--- config.mk ---
export PLATFORM = sky130hd
export DESIGN_NAME = pulse_width_serial_link_top
export DESIGN_NICKNAME = d
export VERILOG_FILES = /design/src/rtl/pwsl_pkg.sv /design/src/rtl/pwsl_tx.sv /design/src/rtl/pwsl_rx.sv /design/src/rtl/pulse_width_serial_link_top.sv
export SDC_FILE = /design/constraint.sdc
export NUM_CORES = 1
export LEC_CHECK = 0
export ABC_AREA = 1
export BUFFER_PORTS_ARGS = -buffer_cell sky130_fd_sc_hd__buf_2
export CORE_MARGIN = 4
export CORE_UTILIZATION = 50
export CTS_BUF_LIST = sky130_fd_sc_hd__clkbuf_8
export CTS_CLUSTER_DIAMETER = 60
export DETAILED_ROUTE_END_ITERATION = 7
export PLACE_DENSITY = 0.66
export RECOVER_POWER = 50
export SLEW_MARGIN = 20
export SYNTH_ARGS = -nofsm -noshare
export SYNTH_HDL_FRONTEND = slang
export SYNTH_SLANG_ARGS = --single-unit
--- constraint.sdc ---
create_clock -name clock -period 4.2 [get_ports clock]
set_input_delay 0.84 -clock clock [delete_from_list [all_inputs] [get_ports clock]]
set_output_delay 0.84 -clock clock [all_outputs]
set_load 0.01 [all_outputs]
--- src/rtl/pwsl_pkg.sv ---
// Shared types, constants and sizes for the pulse-width serial link.
package pwsl_pkg;

   // Buffer depths and derived address / position widths
   localparam int TX_BYTES = 16;
   localparam int RX_BYTES = 16;
   localparam int TX_AW    = (TX_BYTES > 1) ? $clog2(TX_BYTES) : 1;
   localparam int RX_AW    = (RX_BYTES > 1) ? $clog2(RX_BYTES) : 1;
   localparam int RX_PW    = $clog2(RX_BYTES + 1);

   // Transmit period lengths in ticks
   localparam logic [4:0] TX_LOW_TICKS  = 5'd5;
   localparam logic [4:0] TX_ZERO_TICKS = 5'd10;
   localparam logic [4:0] TX_ONE_TICKS  = 5'd15;
   localparam logic [4:0] TX_HEAD_TICKS = 5'd20;

   // Receive width windows in ticks between falling edges
   localparam logic [7:0] RX_HEAD_MIN = 8'd17;
   localparam logic [7:0] RX_HEAD_MAX = 8'd23;
   localparam logic [7:0] RX_ONE_MIN  = 8'd13;
   localparam logic [7:0] RX_ONE_MAX  = 8'd17;
   localparam logic [7:0] RX_ZERO_MIN = 8'd8;
   localparam logic [7:0] RX_ZERO_MAX = 8'd12;

   // Request kinds
   typedef enum logic [1:0] {
      FN_TICK  = 2'd0,
      FN_WRITE = 2'd1,
      FN_READ  = 2'd2,
      FN_CLEAR = 2'd3
   } func_type;

   // Transmitter frame phases
   typedef enum logic [1:0] {
      PH_IDLE = 2'd0,
      PH_HEAD = 2'd1,
      PH_DATA = 2'd2,
      PH_END  = 2'd3
   } tx_phase_type;

   // One request as it travels through the pipeline
   typedef struct packed {
      func_type    func;
      logic        rx_line;
      logic [5:0]  index;
      logic [7:0]  wr_data;
      logic        last;
   } item_type;

   // Transmitter status after a request
   typedef struct packed {
      logic tx_line;
      logic tx_busy;
   } tx_status_type;

   // Receiver status after a request
   typedef struct packed {
      logic       rx_done;
      logic [7:0] rd_data;
   } rx_status_type;

endpackage

--- src/rtl/pwsl_tx.sv ---
// Transmitter: frame sequencer around the transmit buffer memory.
module pwsl_tx
   import pwsl_pkg::*;
(
   input  logic          clock,
   input  logic          reset,
   input  logic          exec,
   input  item_type      cur_item,
   output tx_status_type status
);

   logic [7:0]       mem [TX_BYTES];
   logic [TX_BYTES-1:0] vld_ff;
   logic [7:0]       rdata_ff;
   logic             rvld_ff;
   logic             byp_ff;
   logic [7:0]       byp_data_ff;
   logic [7:0]       cur_byte;

   logic [4:0]       cnt_ff, cnt_in;
   logic [7:0]       mask_ff, mask_in;
   logic [TX_AW-1:0] pos_ff, pos_in;
   tx_phase_type     phase_ff, phase_in;
   logic             enable_ff, enable_in;
   logic             level_ff, level_in;

   logic             we;
   logic [TX_AW-1:0] wa;
   logic [4:0]       limit;
   logic [TX_AW:0]   pos_next;

   // Hold the byte at the current position, with write forwarding
   assign cur_byte = byp_ff ? byp_data_ff : (rvld_ff ? rdata_ff : 8'd0);
   assign wa       = cur_item.index[TX_AW-1:0];

   // Frame sequencer and host writes
   always_comb begin
      cnt_in    = cnt_ff;
      mask_in   = mask_ff;
      pos_in    = pos_ff;
      phase_in  = phase_ff;
      enable_in = enable_ff;
      level_in  = level_ff;
      we        = 1'b0;
      limit     = TX_ZERO_TICKS;
      pos_next  = {1'b0, pos_ff} + 1'b1;
      if (exec) begin
         case (cur_item.func)
            FN_TICK: begin
               if (enable_ff) begin
                  cnt_in = cnt_ff + 5'd1;
                  case (phase_ff)
                     PH_DATA: begin
                        limit = (|(cur_byte & mask_ff)) ? TX_ONE_TICKS : TX_ZERO_TICKS;
                        if (cnt_in > limit) begin
                           cnt_in  = 5'd1;
                           mask_in = {mask_ff[6:0], 1'b0};
                        end
                        if (mask_in == 8'd0) begin
                           mask_in = 8'd1;
                           if (pos_next >= (TX_AW+1)'(TX_BYTES)) begin
                              cnt_in   = 5'd1;
                              pos_in   = '0;
                              phase_in = PH_END;
                           end else begin
                              pos_in = pos_next[TX_AW-1:0];
                           end
                        end
                     end
                     PH_HEAD: begin
                        if (cnt_in > TX_HEAD_TICKS) begin
                           cnt_in   = 5'd1;
                           mask_in  = 8'd1;
                           phase_in = PH_DATA;
                        end
                     end
                     PH_END: begin
                        if (cnt_in > TX_ZERO_TICKS) begin
                           phase_in  = PH_IDLE;
                           enable_in = 1'b0;
                        end
                     end
                     default: ;
                  endcase
                  level_in = (cnt_in > TX_LOW_TICKS);
               end
            end
            FN_WRITE: begin
               if ({1'b0, cur_item.index} < 7'(TX_BYTES)) begin
                  we = 1'b1;
                  if (cur_item.last) begin
                     cnt_in    = 5'd0;
                     phase_in  = PH_HEAD;
                     enable_in = 1'b1;
                  end
               end
            end
            default: ;
         endcase
      end
   end

   // Sequencer state
   always_ff @(posedge clock) begin
      if (reset) begin
         cnt_ff    <= 5'd0;
         mask_ff   <= 8'd0;
         pos_ff    <= '0;
         phase_ff  <= PH_IDLE;
         enable_ff <= 1'b0;
         level_ff  <= 1'b1;
      end else begin
         cnt_ff    <= cnt_in;
         mask_ff   <= mask_in;
         pos_ff    <= pos_in;
         phase_ff  <= phase_in;
         enable_ff <= enable_in;
         level_ff  <= level_in;
      end
   end

   // Transmit buffer: write port, and read of the next position
   always_ff @(posedge clock) begin
      if (we) begin
         mem[wa] <= cur_item.wr_data;
      end
      rdata_ff    <= mem[pos_in];
      byp_data_ff <= cur_item.wr_data;
   end

   // Entry valid bits and forwarding flags
   always_ff @(posedge clock) begin
      if (reset) begin
         vld_ff  <= '0;
         rvld_ff <= 1'b0;
         byp_ff  <= 1'b0;
      end else begin
         if (we) begin
            vld_ff[wa] <= 1'b1;
         end
         rvld_ff <= vld_ff[pos_in];
         byp_ff  <= we && (wa == pos_in);
      end
   end

   assign status.tx_line = level_in;
   assign status.tx_busy = enable_in;

endmodule

--- src/rtl/pwsl_rx.sv ---
// Receiver: edge-width decoder with read-modify-write of the receive buffer memory.
module pwsl_rx
   import pwsl_pkg::*;
(
   input  logic          clock,
   input  logic          reset,
   input  logic          exec,
   input  item_type      cur_item,
   input  item_type      nxt_item,
   output rx_status_type status
);

   logic [7:0]       mem [RX_BYTES];
   logic [RX_BYTES-1:0] vld_ff;
   logic [7:0]       rdata_ff;
   logic             rvld_ff;
   logic             byp_ff;
   logic [7:0]       byp_data_ff;
   logic [7:0]       cur_byte;

   logic [7:0]       mask_ff, mask_in;
   logic [RX_PW-1:0] pos_ff, pos_in;
   logic [7:0]       wc_ff, wc_in;
   logic             active_ff, active_in;
   logic             complete_ff, complete_in;
   logic             prev_ff, prev_in;

   logic             we;
   logic [RX_AW-1:0] wa;
   logic [7:0]       wd;
   logic [RX_AW-1:0] ra;
   logic             advance;
   logic [7:0]       rd;

   // Hold the addressed byte, with write forwarding
   assign cur_byte = byp_ff ? byp_data_ff : (rvld_ff ? rdata_ff : 8'd0);
   assign wa       = pos_ff[RX_AW-1:0];

   // Address the host byte for a read, else the byte being filled
   assign ra = (nxt_item.func == FN_READ) ? nxt_item.index[RX_AW-1:0] : pos_in[RX_AW-1:0];

   // Width measurement, frame decode and host accesses
   always_comb begin
      mask_in     = mask_ff;
      pos_in      = pos_ff;
      wc_in       = wc_ff;
      active_in   = active_ff;
      complete_in = complete_ff;
      prev_in     = prev_ff;
      we          = 1'b0;
      wd          = cur_byte;
      advance     = 1'b0;
      rd          = 8'd0;
      if (exec) begin
         case (cur_item.func)
            FN_TICK: begin
               wc_in = wc_ff + 8'd1;
               if (!cur_item.rx_line) begin
                  if (prev_ff) begin
                     prev_in = 1'b0;
                     // Falling edge: classify the width just measured
                     if (wc_in inside {[RX_HEAD_MIN:RX_HEAD_MAX]}) begin
                        active_in = 1'b1;
                        mask_in   = 8'd1;
                        pos_in    = '0;
                     end else if (active_ff) begin
                        if (pos_ff >= RX_PW'(RX_BYTES)) begin
                           active_in = 1'b0;
                        end else if (wc_in inside {[RX_ONE_MIN:RX_ONE_MAX]}) begin
                           we      = 1'b1;
                           wd      = cur_byte | mask_ff;
                           advance = 1'b1;
                        end else if (wc_in inside {[RX_ZERO_MIN:RX_ZERO_MAX]}) begin
                           we      = 1'b1;
                           wd      = cur_byte & ~mask_ff;
                           advance = 1'b1;
                        end else begin
                           active_in = 1'b0;
                        end
                     end
                     // Advance to the next bit, and the next byte after bit seven
                     if (advance) begin
                        mask_in = {mask_ff[6:0], 1'b0};
                        if (mask_in == 8'd0) begin
                           mask_in = 8'd1;
                           pos_in  = pos_ff + 1'b1;
                           if (pos_in >= RX_PW'(RX_BYTES)) begin
                              complete_in = 1'b1;
                              active_in   = 1'b0;
                           end
                        end
                     end
                     wc_in = 8'd0;
                  end
               end else begin
                  prev_in = 1'b1;
               end
            end
            FN_READ: begin
               if ({1'b0, cur_item.index} < 7'(RX_BYTES)) begin
                  rd = cur_byte;
               end
            end
            FN_CLEAR: begin
               complete_in = 1'b0;
            end
            default: ;
         endcase
      end
   end

   // Decoder state
   always_ff @(posedge clock) begin
      if (reset) begin
         mask_ff     <= 8'd0;
         pos_ff      <= '0;
         wc_ff       <= 8'd0;
         active_ff   <= 1'b0;
         complete_ff <= 1'b0;
         prev_ff     <= 1'b0;
      end else begin
         mask_ff     <= mask_in;
         pos_ff      <= pos_in;
         wc_ff       <= wc_in;
         active_ff   <= active_in;
         complete_ff <= complete_in;
         prev_ff     <= prev_in;
      end
   end

   // Receive buffer: write port and one read port
   always_ff @(posedge clock) begin
      if (we) begin
         mem[wa] <= wd;
      end
      rdata_ff    <= mem[ra];
      byp_data_ff <= wd;
   end

   // Entry valid bits and forwarding flags
   always_ff @(posedge clock) begin
      if (reset) begin
         vld_ff  <= '0;
         rvld_ff <= 1'b0;
         byp_ff  <= 1'b0;
      end else begin
         if (we) begin
            vld_ff[wa] <= 1'b1;
         end
         rvld_ff <= vld_ff[ra];
         byp_ff  <= we && (wa == ra);
      end
   end

   assign status.rx_done = complete_in;
   assign status.rd_data = rd;

endmodule

--- src/rtl/pulse_width_serial_link_top.sv ---
// Top level of the pulse-width serial link: request stage, units and response buffer.
//
//   channel | ports  | tdata (low bit up)                          | side band
//   request | req_*  | rx_line, index[6], wr_data[8], zero pad     | tuser func, tlast last
//   result  | rsp_*  | tx_line, tx_busy, rx_done, rd_data[8], pad  | none
//
// One request per cycle while the response buffer has room; each result passes the
// request stage and the response buffer registers. The rate is set by the
// read-modify-write on the receive buffer: reads are issued ahead, at the position left
// by the request in flight, and a write to the same entry is forwarded. Reset clears the
// buffer valid bits, so no clearing pass is needed. A two-entry response buffer lets
// requests keep flowing while a result waits; it fills only under rsp_tready low.
module pulse_width_serial_link_top
   import pwsl_pkg::*;
(
   input  logic        clock,
   input  logic        reset,
   input  logic        req_tvalid,
   output logic        req_tready,
   input  logic [15:0] req_tdata,   // rx_line[0], index[6:1], wr_data[14:7], zero[15]
   input  logic [1:0]  req_tuser,   // func[1:0]
   input  logic        req_tlast,   // last
   output logic        rsp_tvalid,
   input  logic        rsp_tready,
   output logic [15:0] rsp_tdata    // tx_line[0], tx_busy[1], rx_done[2], rd_data[10:3]
);

   logic          s1_valid_ff, s1_valid_in;
   item_type      s1_item_ff;
   item_type      req_item;
   item_type      nxt_item;
   logic          accept;
   logic          exec;

   tx_status_type tx_status;
   rx_status_type rx_status;
   logic [10:0]   result;

   logic          out_valid_ff, out_valid_in;
   logic [10:0]   out_data_ff, out_data_in;
   logic          skid_valid_ff, skid_valid_in;
   logic [10:0]   skid_data_ff, skid_data_in;
   logic          pop;

   // Unpack the request
   assign req_item.func    = func_type'(req_tuser);
   assign req_item.rx_line = req_tdata[0];
   assign req_item.index   = req_tdata[6:1];
   assign req_item.wr_data = req_tdata[14:7];
   assign req_item.last    = req_tlast;

   // Advance the request stage while the response buffer has room
   assign exec        = s1_valid_ff && !skid_valid_ff;
   assign req_tready  = !s1_valid_ff || exec;
   assign accept      = req_tvalid && req_tready;
   assign s1_valid_in = accept || (s1_valid_ff && !exec);
   assign nxt_item    = accept ? req_item : s1_item_ff;

   always_ff @(posedge clock) begin
      if (reset) begin
         s1_valid_ff <= 1'b0;
      end else begin
         s1_valid_ff <= s1_valid_in;
      end
   end

   always_ff @(posedge clock) begin
      if (accept) begin
         s1_item_ff <= req_item;
      end
   end

   pwsl_tx u_tx (
      .clock    (clock),
      .reset    (reset),
      .exec     (exec),
      .cur_item (s1_item_ff),
      .status   (tx_status)
   );

   pwsl_rx u_rx (
      .clock    (clock),
      .reset    (reset),
      .exec     (exec),
      .cur_item (s1_item_ff),
      .nxt_item (nxt_item),
      .status   (rx_status)
   );

   assign result = {rx_status.rd_data, rx_status.rx_done, tx_status.tx_busy, tx_status.tx_line};

   // Response buffer: output register with a skid entry behind it
   assign pop = out_valid_ff && rsp_tready;

   always_comb begin
      out_valid_in  = out_valid_ff;
      out_data_in   = out_data_ff;
      skid_valid_in = skid_valid_ff;
      skid_data_in  = skid_data_ff;
      if (pop || !out_valid_ff) begin
         out_valid_in  = skid_valid_ff || exec;
         out_data_in   = skid_valid_ff ? skid_data_ff : result;
         skid_valid_in = 1'b0;
      end else if (exec) begin
         skid_valid_in = 1'b1;
         skid_data_in  = result;
      end
   end

   always_ff @(posedge clock) begin
      if (reset) begin
         out_valid_ff  <= 1'b0;
         skid_valid_ff <= 1'b0;
      end else begin
         out_valid_ff  <= out_valid_in;
         skid_valid_ff <= skid_valid_in;
      end
   end

   always_ff @(posedge clock) begin
      out_data_ff  <= out_data_in;
      skid_data_ff <= skid_data_in;
   end

   assign rsp_tvalid = out_valid_ff;
   assign rsp_tdata  = {5'd0, out_data_ff};

endmodule

# ---- Yosys cells after proc, flatten, opt, wreduce, memory -nomap -nowiden
# Memory sizes are Yosys's and may differ from the RTL's. A register that Yosys moved wholly into a read port is not among the register bits.
# Index checks and enable logic that the tools add are counted.
dict set report word_totals {
  reg_bits 140
  n_memories 2
  word_cells 235
  ram_bits 256
}
dict set report op_classes {
  bitwise_logic 8
  n_eq_ne 18
  n_addsub 4
  n_mux 117
  magnitude_cmp 20
  n_reduce_logical 34
}
# memory depth word_bits rd rd_ports_with_merged_regs wr line
set mem_list {}
lappend mem_list {u_rx.mem 16 8 1 1 1 pwsl_rx.sv:13} ;# logic [7:0] mem [RX_BYTES];
lappend mem_list {u_tx.mem 16 8 1 1 1 pwsl_tx.sv:12} ;# logic [7:0] mem [TX_BYTES];
# cell n
set op_table {}
lappend op_table {{$mux 8} 28}
lappend op_table {{$mux 5} 13}
lappend op_table {{$mux 1} 44}
lappend op_table {{$mux 4} 11}
lappend op_table {{$or 16x16->16} 2}
lappend op_table {{$lt 4x5->1 const B} 4}
lappend op_table {{$pmux 5 s2} 2}
lappend op_table {{$mux 18} 1}
lappend op_table {{$and 8x8->8} 2}
lappend op_table {{$ge 8x4->1 const B} 2}
lappend op_table {{$le 8x5->1 const B} 2}
lappend op_table {{$pmux 8 s2} 1}
lappend op_table {{$ge 5x5->1 const B} 3}
lappend op_table {{$reduce_and 5->1} 3}
lappend op_table {{$mux 2} 7}
lappend op_table {{$ne 3x3->1 const B} 4}
lappend op_table {{$logic_and 1x1->1} 11}
lappend op_table {{$mux 11} 1}
lappend op_table {{$add 5x1->5 const B} 2}
lappend op_table {{$eq 2x2->1 const B} 5}
lappend op_table {{$reduce_and 10->1} 1}
lappend op_table {{$add 8x1->8 const B} 1}
lappend op_table {{$bmux 1 s4} 2}
lappend op_table {{$demux 1 s4} 2}
lappend op_table {{31 further kinds} 47}

# ---- Depth between registers and ports, before layout
# Gate-level depths: netlist of run 1.
dict set report logic_depth {
  word_depth 22
  depth_mapped 27
  ltp_nobuf 25
}

# ---- By module
# From an unflattened synthesis of run 1, not the netlist that was laid out.
dict set report hier_totals {
  hier_cells 1789
  hier_area_um2 17850.9
}
# mod n_inst area_per_inst_um2 seq_area_each_um2 cells_per_inst
set modules_own_cells {}
lappend modules_own_cells {pwsl_rx 1 8157.8 5004.8 819}
lappend modules_own_cells {pwsl_tx 1 8097.8 4944.7 813}
lappend modules_own_cells {pulse_width_serial_link_top 1 1595.3 1081.0 157}

# ---- Worst setup path after synthesis of run 1
# No wires, ideal clock.
dict set report synth_timing {
  path_type {flip-flop to flip-flop}
  start {register u_tx.byp_ff}
  end {register u_tx.rdata_ff[2], read port of u_tx.mem}
  arrival_ns 3.380
  path_slack_ns 0.707
  setup_ns 0.113
  stages_incl_launch_ff 25
  required_ns 4.087
  cell_sequence {dfxtp_1 > clkbuf_1 > inv_1 > nand3_1 > nand2_1 > a22o_1 > nor4_1 > inv_1 > ha_1 > nand3_1 > nand3_2 > nand2_4 > buf_6 > o21ai_2 > nand2_1 > nor3_4 > nand3_2 > nand2_2 > nand2_4 > buf_6 > buf_6 > o211ai_2 > o211ai_1 > nand3_1 > nand2_1}
}
dict set report synth_between {
  elab_chain_len 16
}
# element line
set synth_rtl {}
lappend synth_rtl {{start: declaration} pwsl_tx.sv:16} ;# logic byp_ff;
lappend synth_rtl {{start signal: assignment} pwsl_tx.sv:142} ;# byp_ff <= we && (wa == pos_in);
lappend synth_rtl {{$mux 8} pwsl_tx.sv:33} ;# assign cur_byte = byp_ff ? byp_data_ff : (rvld_ff ? rdata_ff : 8'd0);
lappend synth_rtl {{$and 8x8->8} pwsl_tx.sv:54} ;# limit = (|(cur_byte & mask_ff)) ? TX_ONE_TICKS : TX_ZERO_TICKS;
lappend synth_rtl {{$reduce_or 8->1} pwsl_tx.sv:54}
lappend synth_rtl {{$mux 3} pwsl_tx.sv:54}
lappend synth_rtl {{$gt 5x5->1} pwsl_tx.sv:55} ;# if (cnt_in > limit) begin
lappend synth_rtl {{$mux 8} pwsl_tx.sv:55}
lappend synth_rtl {{$mux 8} pwsl_tx.sv:52} ;# case (phase_ff)
lappend synth_rtl {{$mux 8} pwsl_tx.sv:50} ;# if (enable_ff) begin
lappend synth_rtl {{$mux 8} pwsl_tx.sv:48} ;# case (cur_item.func)
lappend synth_rtl {{$mux 8} pwsl_tx.sv:47} ;# if (exec) begin
lappend synth_rtl {{$logic_not 8->1} pwsl_tx.sv:59} ;# if (mask_in == 8'd0) begin
lappend synth_rtl {{$mux 4} pwsl_tx.sv:59}
lappend synth_rtl {{$mux 4} pwsl_tx.sv:52}
lappend synth_rtl {{$mux 4} pwsl_tx.sv:50}
lappend synth_rtl {{$mux 4} pwsl_tx.sv:48}
lappend synth_rtl {{$mux 4} pwsl_tx.sv:47}
lappend synth_rtl {{end: declaration} pwsl_tx.sv:14} ;# logic [7:0] rdata_ff;
# No other way between the ends. The select of a mux whose other input is x is not followed.
# A chain may end at the register's enable or synchronous reset.

# ---- Worst setup path in the final report of run 1
dict set report layout_timing {
  start {register u_tx.byp_ff}
  end {register u_tx.rvld_ff}
}
dict set report layout_between {
  elab_chain_len 18
}
# element line
set layout_rtl {}
lappend layout_rtl {{$mux 8} pwsl_tx.sv:33}
lappend layout_rtl {{$and 8x8->8} pwsl_tx.sv:54}
lappend layout_rtl {{$reduce_or 8->1} pwsl_tx.sv:54}
lappend layout_rtl {{$mux 3} pwsl_tx.sv:54}
lappend layout_rtl {{$gt 5x5->1} pwsl_tx.sv:55}
lappend layout_rtl {{$mux 8} pwsl_tx.sv:55}
lappend layout_rtl {{$mux 8} pwsl_tx.sv:52}
lappend layout_rtl {{$mux 8} pwsl_tx.sv:50}
lappend layout_rtl {{[... 2 more ...]} --}
lappend layout_rtl {{$logic_not 8->1} pwsl_tx.sv:59}
lappend layout_rtl {{$mux 4} pwsl_tx.sv:59}
lappend layout_rtl {{$mux 4} pwsl_tx.sv:52}
lappend layout_rtl {{$mux 4} pwsl_tx.sv:50}
lappend layout_rtl {{$mux 4} pwsl_tx.sv:48}
lappend layout_rtl {{$mux 4} pwsl_tx.sv:47}
lappend layout_rtl {{$bmux 1 s4} pwsl_tx.sv:141} ;# rvld_ff <= vld_ff[pos_in];
lappend layout_rtl {{$mux 1 (not written as such)} pwsl_tx.sv:141}
lappend layout_rtl {{end signal: assignment} pwsl_tx.sv:141}
lappend layout_rtl {{end: declaration} pwsl_tx.sv:15} ;# logic rvld_ff;
# No other way between the ends. The select of a mux whose other input is x is not followed.

==> results.py, run 1 <==
metrics = {
    "synthesis": {
        "synth_edf_count": 290,
        "avgSynthCellArea_um2": 10.4,
        "ys_seq_area_share_pct": 62.6,
        "yosys_warnings": 0,
        "postSynthRegisterBits": 412,
        "async_flop_share_pct": 0,
        "synthesized_area_um2": 17800,
        "yosysUniqueCellTypes": 52,
        "ys.flop_type": "sky130_fd_sc_hd__edfxtp_1",
        "synthesis.instances": 1712,
    },
    "cells_and_area": {
        "drive_gt1_share_pct": 12.1,
        "syn_to_final_growth_pct": 12.0,
        "final_nets": 1841,
        "stdcell_count": 2310,
        "cell_area_after_layout_um2": 20000,
        "antenna_cells": 0,
    },
    "timing": {
        "max_freq_mhz": 255,
        "slew_violations": 0,
        "finalHoldViolations": 0,
        "period_minus_slack_ps": 3920,
        "fin_worst_skew_ps": 28.8,
        "final.period_utilization_pct": 93.4,
        "setup_viol_count_final": 0,
        "fin_ws_ps": 275,
        "tightestPinTransition_ps": 1000,
        "fin_setup_tns_ps": 0,
        "rsz0062_at_grt": "no",
        "max_slew_margin_pct": 32.8,
    },
    "global_route": {
        "pin_count_of_the_biggest_net_entering_global_routing": 69,
        "globalRouteOverflowTotal": 0,
        "grt_pass1_vias": 12026,
        "grt_pass1_wl_um": 63700,
        "global_route.usage.total_pct": 20.7,
        "antenna_found_initial": 0,
    },
    "worst_hold_path": {
        "whs_path_depth": 1,
        "holdCritStartpoint": "req_tlast",
        "hold_end": "s1_item_ff[0]$_DFFE_PP_",
        "hold_path.class": "in2reg",
    },
    "cts": {
        "clock_insertion_delay_worst_skew_ps": 600,
        "cts_tree": "yes",
        "cts.reportedPaths.clkPinSlew_ps": 60,
        "cts_hold_repair.buffers": 0,
        "number_of_buffers_created_by_cts": 70,
        "numClockSinks": 412,
        "cts_max_level": 3,
        "cts_root_buf": "sky130_fd_sc_hd__clkbuf_8",
        "ctsLongestPathBuffers": 3,
    },
    "setup_path": {
        "startpoint_type": "register",
        "r2r_setup_slack_ps": 280,
        "worstSetupEndpointType": "register",
        "required_ps": 4640,
        "worst_r2r_path_depth": 25,
        "critical_path.reg2reg.endpoint": "u_tx.rvld_ff$_SDFF_PP0_",
        "r2r-start": "u_tx.byp_ff$_SDFF_PP0_",
        "crit_arrival_ps": 4370,
        "timing_worst_setup_path_type": "reg2reg",
        "cp_max_fo": 18,
    },
    "drt": {
        "first_pass_iters": 5,
        "initialDrtViolationCount": 909,
        "final_antenna_net_count": 0,
        "route.detailed.wl_per_inst_um": 17.6,
        "routed-via-count": 12398,
        "viasPerCell": 5.37,
        "remaining_drc_errors": 0,
        "routed_wl_um": 40700,
    },
    "floorplan": {
        "boundaryPins": 41,
        "coreArea_um2": 34900,
        "die_w_um": 197,
        "row_count": 68,
        "die_area_um2": 38700,
        "floorplan.initialDensity_pct": 51.1,
        "die_y_um": 197,
    },
    "power_and_ir_drop": {
        "power.static_leakage_nw": 7.52,
        "max-vdd-ir-drop_mv": 0.263,
        "p_total_mw": 8.18,
        "power_density_nw_per_um2": 410,
    },
    "run": {
        "cap_viol_max_count": 0,
    },
    "placed_design": {
        "detailedPlace.worstSlack_ps": 150,
        "place.detailed.instances": 2175,
        "port-buffer-count": 34,
        "place.gp.congestion": 0.896,
        "placed_cell_area_um2": 18500,
        "dp_hpwl_um": 25400,
    },
    "run_status": {
        "status": "finished, final reports clean",
    },
}
-- cell families after synthesis --
logic type      synth area share (%)
compound gates                  12.1
xor+xnor                       0.477
fa+ha+maj                       1.33
buf+inv                         8.22
flops                           62.6
other cells                   0.0210
simple gates                    15.3
-- critical path, cell delays in order, from the launching register on --
cell,delay [ps]
sky130_fd_sc_hd__dfxtp_1,320
sky130_fd_sc_hd__buf_4,160
sky130_fd_sc_hd__nand2_1,50
sky130_fd_sc_hd__nand2_1,50
sky130_fd_sc_hd__a22o_1,240
sky130_fd_sc_hd__nor4_4,300
sky130_fd_sc_hd__buf_4,160
sky130_fd_sc_hd__inv_1,30
sky130_fd_sc_hd__ha_1,260
sky130_fd_sc_hd__nand3_1,80
sky130_fd_sc_hd__nand3_2,130
sky130_fd_sc_hd__nand2_8,80
sky130_fd_sc_hd__buf_12,160
sky130_fd_sc_hd__o21ai_2,120
sky130_fd_sc_hd__nand2_1,110
sky130_fd_sc_hd__nor3_4,240
sky130_fd_sc_hd__nand3_2,150
sky130_fd_sc_hd__buf_4,180
sky130_fd_sc_hd__nand2_1,100
sky130_fd_sc_hd__o21ai_4,90
sky130_fd_sc_hd__buf_12,130
sky130_fd_sc_hd__clkbuf_16,180
sky130_fd_sc_hd__nand3_1,90
sky130_fd_sc_hd__nand3_1,110
sky130_fd_sc_hd__nand3_1,150
sky130_fd_sc_hd__a21oi_1,70
-- flip-flops by register name, indices dropped and copies added (netlist names), 11 cells and up --
register	cells
u_rx.mem	128
out_data_ff	11
s1_item_ff	18
u_tx.mem	128
skid_data_ff	11
u_rx.vld_ff	16
u_tx.vld_ff	16
-- timing repair --
item	in CTS	in global routing
gates resized for setup	0	14
buffers inserted	0	4
setup endpoints to repair	0	11
-- area by class of cell --
class / instances / area, um2
sequential: 412 / 11200
tap: 455 / 569
clock inverter: 47 / 254
inverter: 243 / 917
multi-input combinational: 983 / 5240
clock buffer: 81 / 1110
timing repair buffer: 89 / 708
fill: 3049 / 14900
-- placed cells by master, fill, tap and decap left out, types with 5 or more instances in the layout --
master	count
sky130_fd_sc_hd__a22oi_1	10
sky130_fd_sc_hd__nor2_1	136
sky130_fd_sc_hd__clkbuf_1	21
sky130_fd_sc_hd__or2_2	7
sky130_fd_sc_hd__nand2_4	6
sky130_fd_sc_hd__nand3_1	150
sky130_fd_sc_hd__o21a_1	15
sky130_fd_sc_hd__conb_1	5
sky130_fd_sc_hd__a21oi_1	77
sky130_fd_sc_hd__ha_1	19
sky130_fd_sc_hd__o211ai_1	65
sky130_fd_sc_hd__nor3_1	11
sky130_fd_sc_hd__dfxtp_1	122
sky130_fd_sc_hd__o32ai_1	7
sky130_fd_sc_hd__o21ai_0	85
sky130_fd_sc_hd__inv_1	261
sky130_fd_sc_hd__clkinv_2	6
sky130_fd_sc_hd__o21ai_1	46
sky130_fd_sc_hd__buf_12	9
sky130_fd_sc_hd__edfxtp_1	290
sky130_fd_sc_hd__clkbuf_8	81
sky130_fd_sc_hd__buf_2	20
sky130_fd_sc_hd__nand3b_1	11
sky130_fd_sc_hd__nand2_2	8
sky130_fd_sc_hd__o22ai_1	9
sky130_fd_sc_hd__buf_4	35
sky130_fd_sc_hd__nand2_1	254
sky130_fd_sc_hd__nand3_2	7
sky130_fd_sc_hd__nand4_1	6
sky130_fd_sc_hd__o211ai_2	6
sky130_fd_sc_hd__a21oi_2	6
sky130_fd_sc_hd__clkinv_1	11
-- synth_stat cells, drive strengths merged, types with 15 or more instances --
| library cell | number | area [um2] |
|---|---|---|
| inv | 241 | 905 |
| nand2 | 269 | 1090 |
| nor2 | 138 | 549 |
| nand3 | 159 | 846 |
| o21ai | 136 | 707 |
| o211ai | 71 | 563 |
| clkbuf | 20 | 75.1 |
| dfxtp | 122 | 2440 |
| ha | 19 | 238 |
| a21oi | 83 | 438 |
| edfxtp | 290 | 8710 |
| o21a | 15 | 113 |
| buf | 58 | 475 |
-- routing by layer --
| layer | part of all wire, % | track usage (%) |
|---|---|---|
| met5 | 0 | 0 |
| met4 | 2.9 | 8.12 |
| met3 | 7.5 | 4.36 |
| met2 | 46 | 32.4 |
| met1 | 44 | 28.7 |
-- report_power, final --
part           total, mW  switching [mW]  internal [mW]
clock               3.45            1.56           1.88
combinational      0.302           0.214         0.0879
sequential          4.43          0.0434           4.39
-- per-stage QoR --
| stage | hold WS, ps | utilization (%) |
|---|---|---|
| floorplan | 431 | - |
| global placement | 437 | 53.0 |
| detailed placement | 445 | 53.0 |
| CTS | 363 | 56.9 |
| global route | 382 | 57.2 |
| finish | 422 | 57.2 |
-- how the worst max path moves through the flow --
| stage | slack, ps | to | startpoint | cells past startpoint |
|---|---|---|---|---|
| 2_1_floorplan | 710 | u_tx.rdata_ff[2]$_DFF_P_ | u_tx.byp_ff$_SDFF_PP0_ | 24 |
| 3_3_place_gp | 170 | u_tx.rdata_ff[7]$_DFF_P_ | u_tx.byp_ff$_SDFF_PP0_ | 25 |
| 3_5_place_dp | 150 | u_tx.rvld_ff$_SDFF_PP0_ | u_tx.byp_ff$_SDFF_PP0_ | 25 |
| 4_1_cts | 110 | u_tx.rvld_ff$_SDFF_PP0_ | u_tx.byp_ff$_SDFF_PP0_ | 25 |
| 5_1_grt | 30 | u_rx.rdata_ff[0]$_DFF_P_ | skid_valid_ff$_SDFFE_PP0P_ | 17 |
| 6_report | 280 | u_tx.rvld_ff$_SDFF_PP0_ | u_tx.byp_ff$_SDFF_PP0_ | 25 |
Power figures use the tool's default switching activity.
==> inputs of run 2 (changes only) <==
--- a/config.mk
+++ b/config.mk
@@ -14,6 +14,7 @@
 export DETAILED_ROUTE_END_ITERATION = 7
 export PLACE_DENSITY = 0.66
 export RECOVER_POWER = 50
+export REMOVE_ABC_BUFFERS = 1
 export SLEW_MARGIN = 20
 export SYNTH_ARGS = -nofsm -noshare
 export SYNTH_HDL_FRONTEND = slang
==> run 2 against run 1 <==
Compared with the run above:
- combinational power barely moved
- sequential share of layout area grew 0.098 points
- die area is the same
- power up 1.3%
- via count down 1.5%
- count of clock-buffer cells in the layout is 8 higher
- critical endpoint is now u_tx.rdata_ff[1]$_DFF_P_
- clock skew is 3.8 ps higher
- final cell count decreased by 0.35%
- worst setup slack got worse by 28 ps
- design area fell by 0.18%
- maximum frequency down 0.71%
==> results.py, run 2 (synthesis gave the netlist of run 1 again) <==
metrics = {
    "cells_and_area": {
        "final_nets": 1833,
        "drive_gt1_share_pct": 12.5,
        "cell_area_after_layout_um2": 19900,
        "reg.largest.list": "u_rx.mem: 128 flops, u_tx.mem: 128 flops, s1_item_ff: 18 flops",
        "stdcell_count": 2302,
        "syn_to_final_growth_pct": 11.8,
        "final_cell_mix": "290 x sky130_fd_sc_hd__edfxtp_1, 260 x sky130_fd_sc_hd__inv_1, 254 x sky130_fd_sc_hd__nand2_1",
        "antenna_cells": 0,
        "layout.cells.most_common": "sky130_fd_sc_hd__edfxtp_1",
    },
    "global_route": {
        "grtUsageMet2_pct": 31.6,
        "grtUsageMet1_pct": 28.6,
        "globalRouteOverflowTotal": 0,
        "grt_pass1_vias": 11585,
        "grt.met3_usage_pct": 4.38,
        "top_usage_layer": "met2",
        "antenna_found_initial": 0,
        "global_route.usage.total_pct": 20.2,
        "grt_pass1_wl_um": 62400,
        "pin_count_of_the_biggest_net_entering_global_routing": 66,
    },
    "setup_path": {
        "largest_stage_delay_worst_path_ps": 330,
        "critPathMostFrequentCell": "sky130_fd_sc_hd__nand2_1",
        "startpoint_type": "register",
        "cp_max_fo": 20,
        "worst-path-buf-inv": 6,
        "timing_worst_setup_path_type": "reg2reg",
        "cpLargestDelayFamily": "simple AND/OR/NAND/NOR gates",
        "r2r_setup_slack_ps": 250,
        "r2r-start": "u_tx.byp_ff$_SDFF_PP0_",
        "worstSetupStartpoint": "u_tx.byp_ff$_SDFF_PP0_",
        "worstSetupEndpointType": "register",
        "crit_arrival_ps": 4440,
        "required_ps": 4690,
        "cpMaxStageDelayCell": "sky130_fd_sc_hd__dfxtp_1",
    },
    "timing": {
        "setup_viol_count_final": 0,
        "period_minus_slack_ps": 3950,
        "max_freq_mhz": 253,
        "rsz0062_at_grt": "yes",
        "slew_violations": 0,
        "finalHoldViolations": 0,
        "minimum_hold_slack_ps": 419,
        "final.period_utilization_pct": 94.1,
        "fin_worst_skew_ps": 32.6,
        "fin_setup_tns_ps": 0,
        "tightestPinTransition_ps": 1410,
        "max_slew_margin_pct": 6.21,
    },
    "cts": {
        "ctsLongestPathBuffers": 3,
        "cts_hold_repair.buffers": 0,
        "number_of_buffers_created_by_cts": 71,
        "cts_root_buf": "sky130_fd_sc_hd__clkbuf_8",
        "numClockSinks": 412,
        "cts_max_level": 3,
        "cts.reportedPaths.clkPinSlew_ps": 60,
        "cts_tree": "yes",
        "clock_insertion_delay_worst_skew_ps": 600,
    },
    "power_and_ir_drop": {
        "clock_power_share_pct": 43.0,
        "comb_power_share_pct": 3.6,
        "max-vdd-ir-drop_mv": 0.248,
        "seq_power_share_pct": 53.4,
        "power.static_leakage_nw": 7.51,
        "p_total_mw": 8.29,
        "switching_portion_of_total_power_pct": 22.2,
        "netSwitchingPower_mw": 1.84,
        "power_density_nw_per_um2": 416,
        "power.internal_mw": 6.45,
    },
    "placed_design": {
        "dp_hpwl_um": 25500,
        "place.detailed.instances": 2168,
        "placed_cell_area_um2": 18500,
        "port-buffer-count": 34,
        "place.gp.congestion": 0.830,
    },
    "drt": {
        "routed-via-count": 12212,
        "first_pass_iters": 7,
        "route.detailed.wl_per_inst_um": 17.1,
        "final_antenna_net_count": 0,
        "remaining_drc_errors": 0,
        "viasPerCell": 5.30,
        "routed_wl_um": 39300,
        "initialDrtViolationCount": 872,
    },
    "floorplan": {
        "boundaryPins": 41,
        "floorplan.initialDensity_pct": 51.1,
        "row_count": 68,
        "die_w_um": 197,
        "die_area_um2": 38700,
        "die_y_um": 197,
        "coreArea_um2": 34900,
    },
    "worst_hold_path": {
        "hold_path.class": "in2reg",
        "holdCritStartpoint": "req_tdata[8]",
    },
    "run_status": {
        "status": "finished, final reports clean",
    },
    "run": {
        "cap_viol_max_count": 0,
    },
}
==> run 2: worst register-to-register path, delay by kind of cell (launching register included) <==
kind	cells	cell delay, ps
AND/OR/NAND/NOR	14	1750
buffers and inverters	6	790
AO/OA/AOI/OAI	4	710
flip-flops	1	330
adder cells (fa/ha/maj)	1	260
==> run 2: per-layer routing <==
metal	share of wire (%)	up-vias
met2	46	334
met3	5.9	65
met5	0	-
met4	2.2	0
li1	-	6036
met1	46	5777
==> run 2: path summary, 6_finish.rpt <==
path,end,cells past startpoint
setup / recovery,u_tx.rdata_ff[1]$_DFF_P_,25
hold / removal,s1_item_ff[2]$_DFFE_PP_,1
setup reg to reg,u_tx.rdata_ff[1]$_DFF_P_,25
hold reg to reg,u_tx.vld_ff[8]$_SDFFE_PP0P_,2
==> run 2: metrics by stage <==
stage,utilization [%],setup WS (ps)
2_1_floorplan,-,296
3_3_place_gp,52.9,175
3_5_place_dp,52.9,81.7
4_1_cts,57.0,48.7
5_1_grt,57.1,-41.6
6_report,57.1,247
==> run 2: power groups by stage <==
stage	combinational (mW)	clock, mW	sequential [mW]
6_report	0.299	3.56	4.43
5_1_grt	0.333	3.84	4.43
4_1_cts	0.299	3.64	4.43
3_5_place_dp	0.297	0	4.51
3_3_place_gp	0.290	0	4.51
2_1_floorplan	0.171	0	4.50
==> run 2: repair_timing <==
item / CTS / global route
setup buffers: 0 / 5
endpoints found under the setup margin: 0 / 14
resized for setup: 0 / 11
==> run 2: cell type report <==
class                           count  area [um2]
Sequential cell                   412       11200
Multi-Input combinational cell    983        5250
Tap cell                          455         569
Clock inverter                     40         201
Timing Repair Buffer               80         611
Inverter                          243         915
Clock buffer                       89        1220
Fill cell                        3012       15000
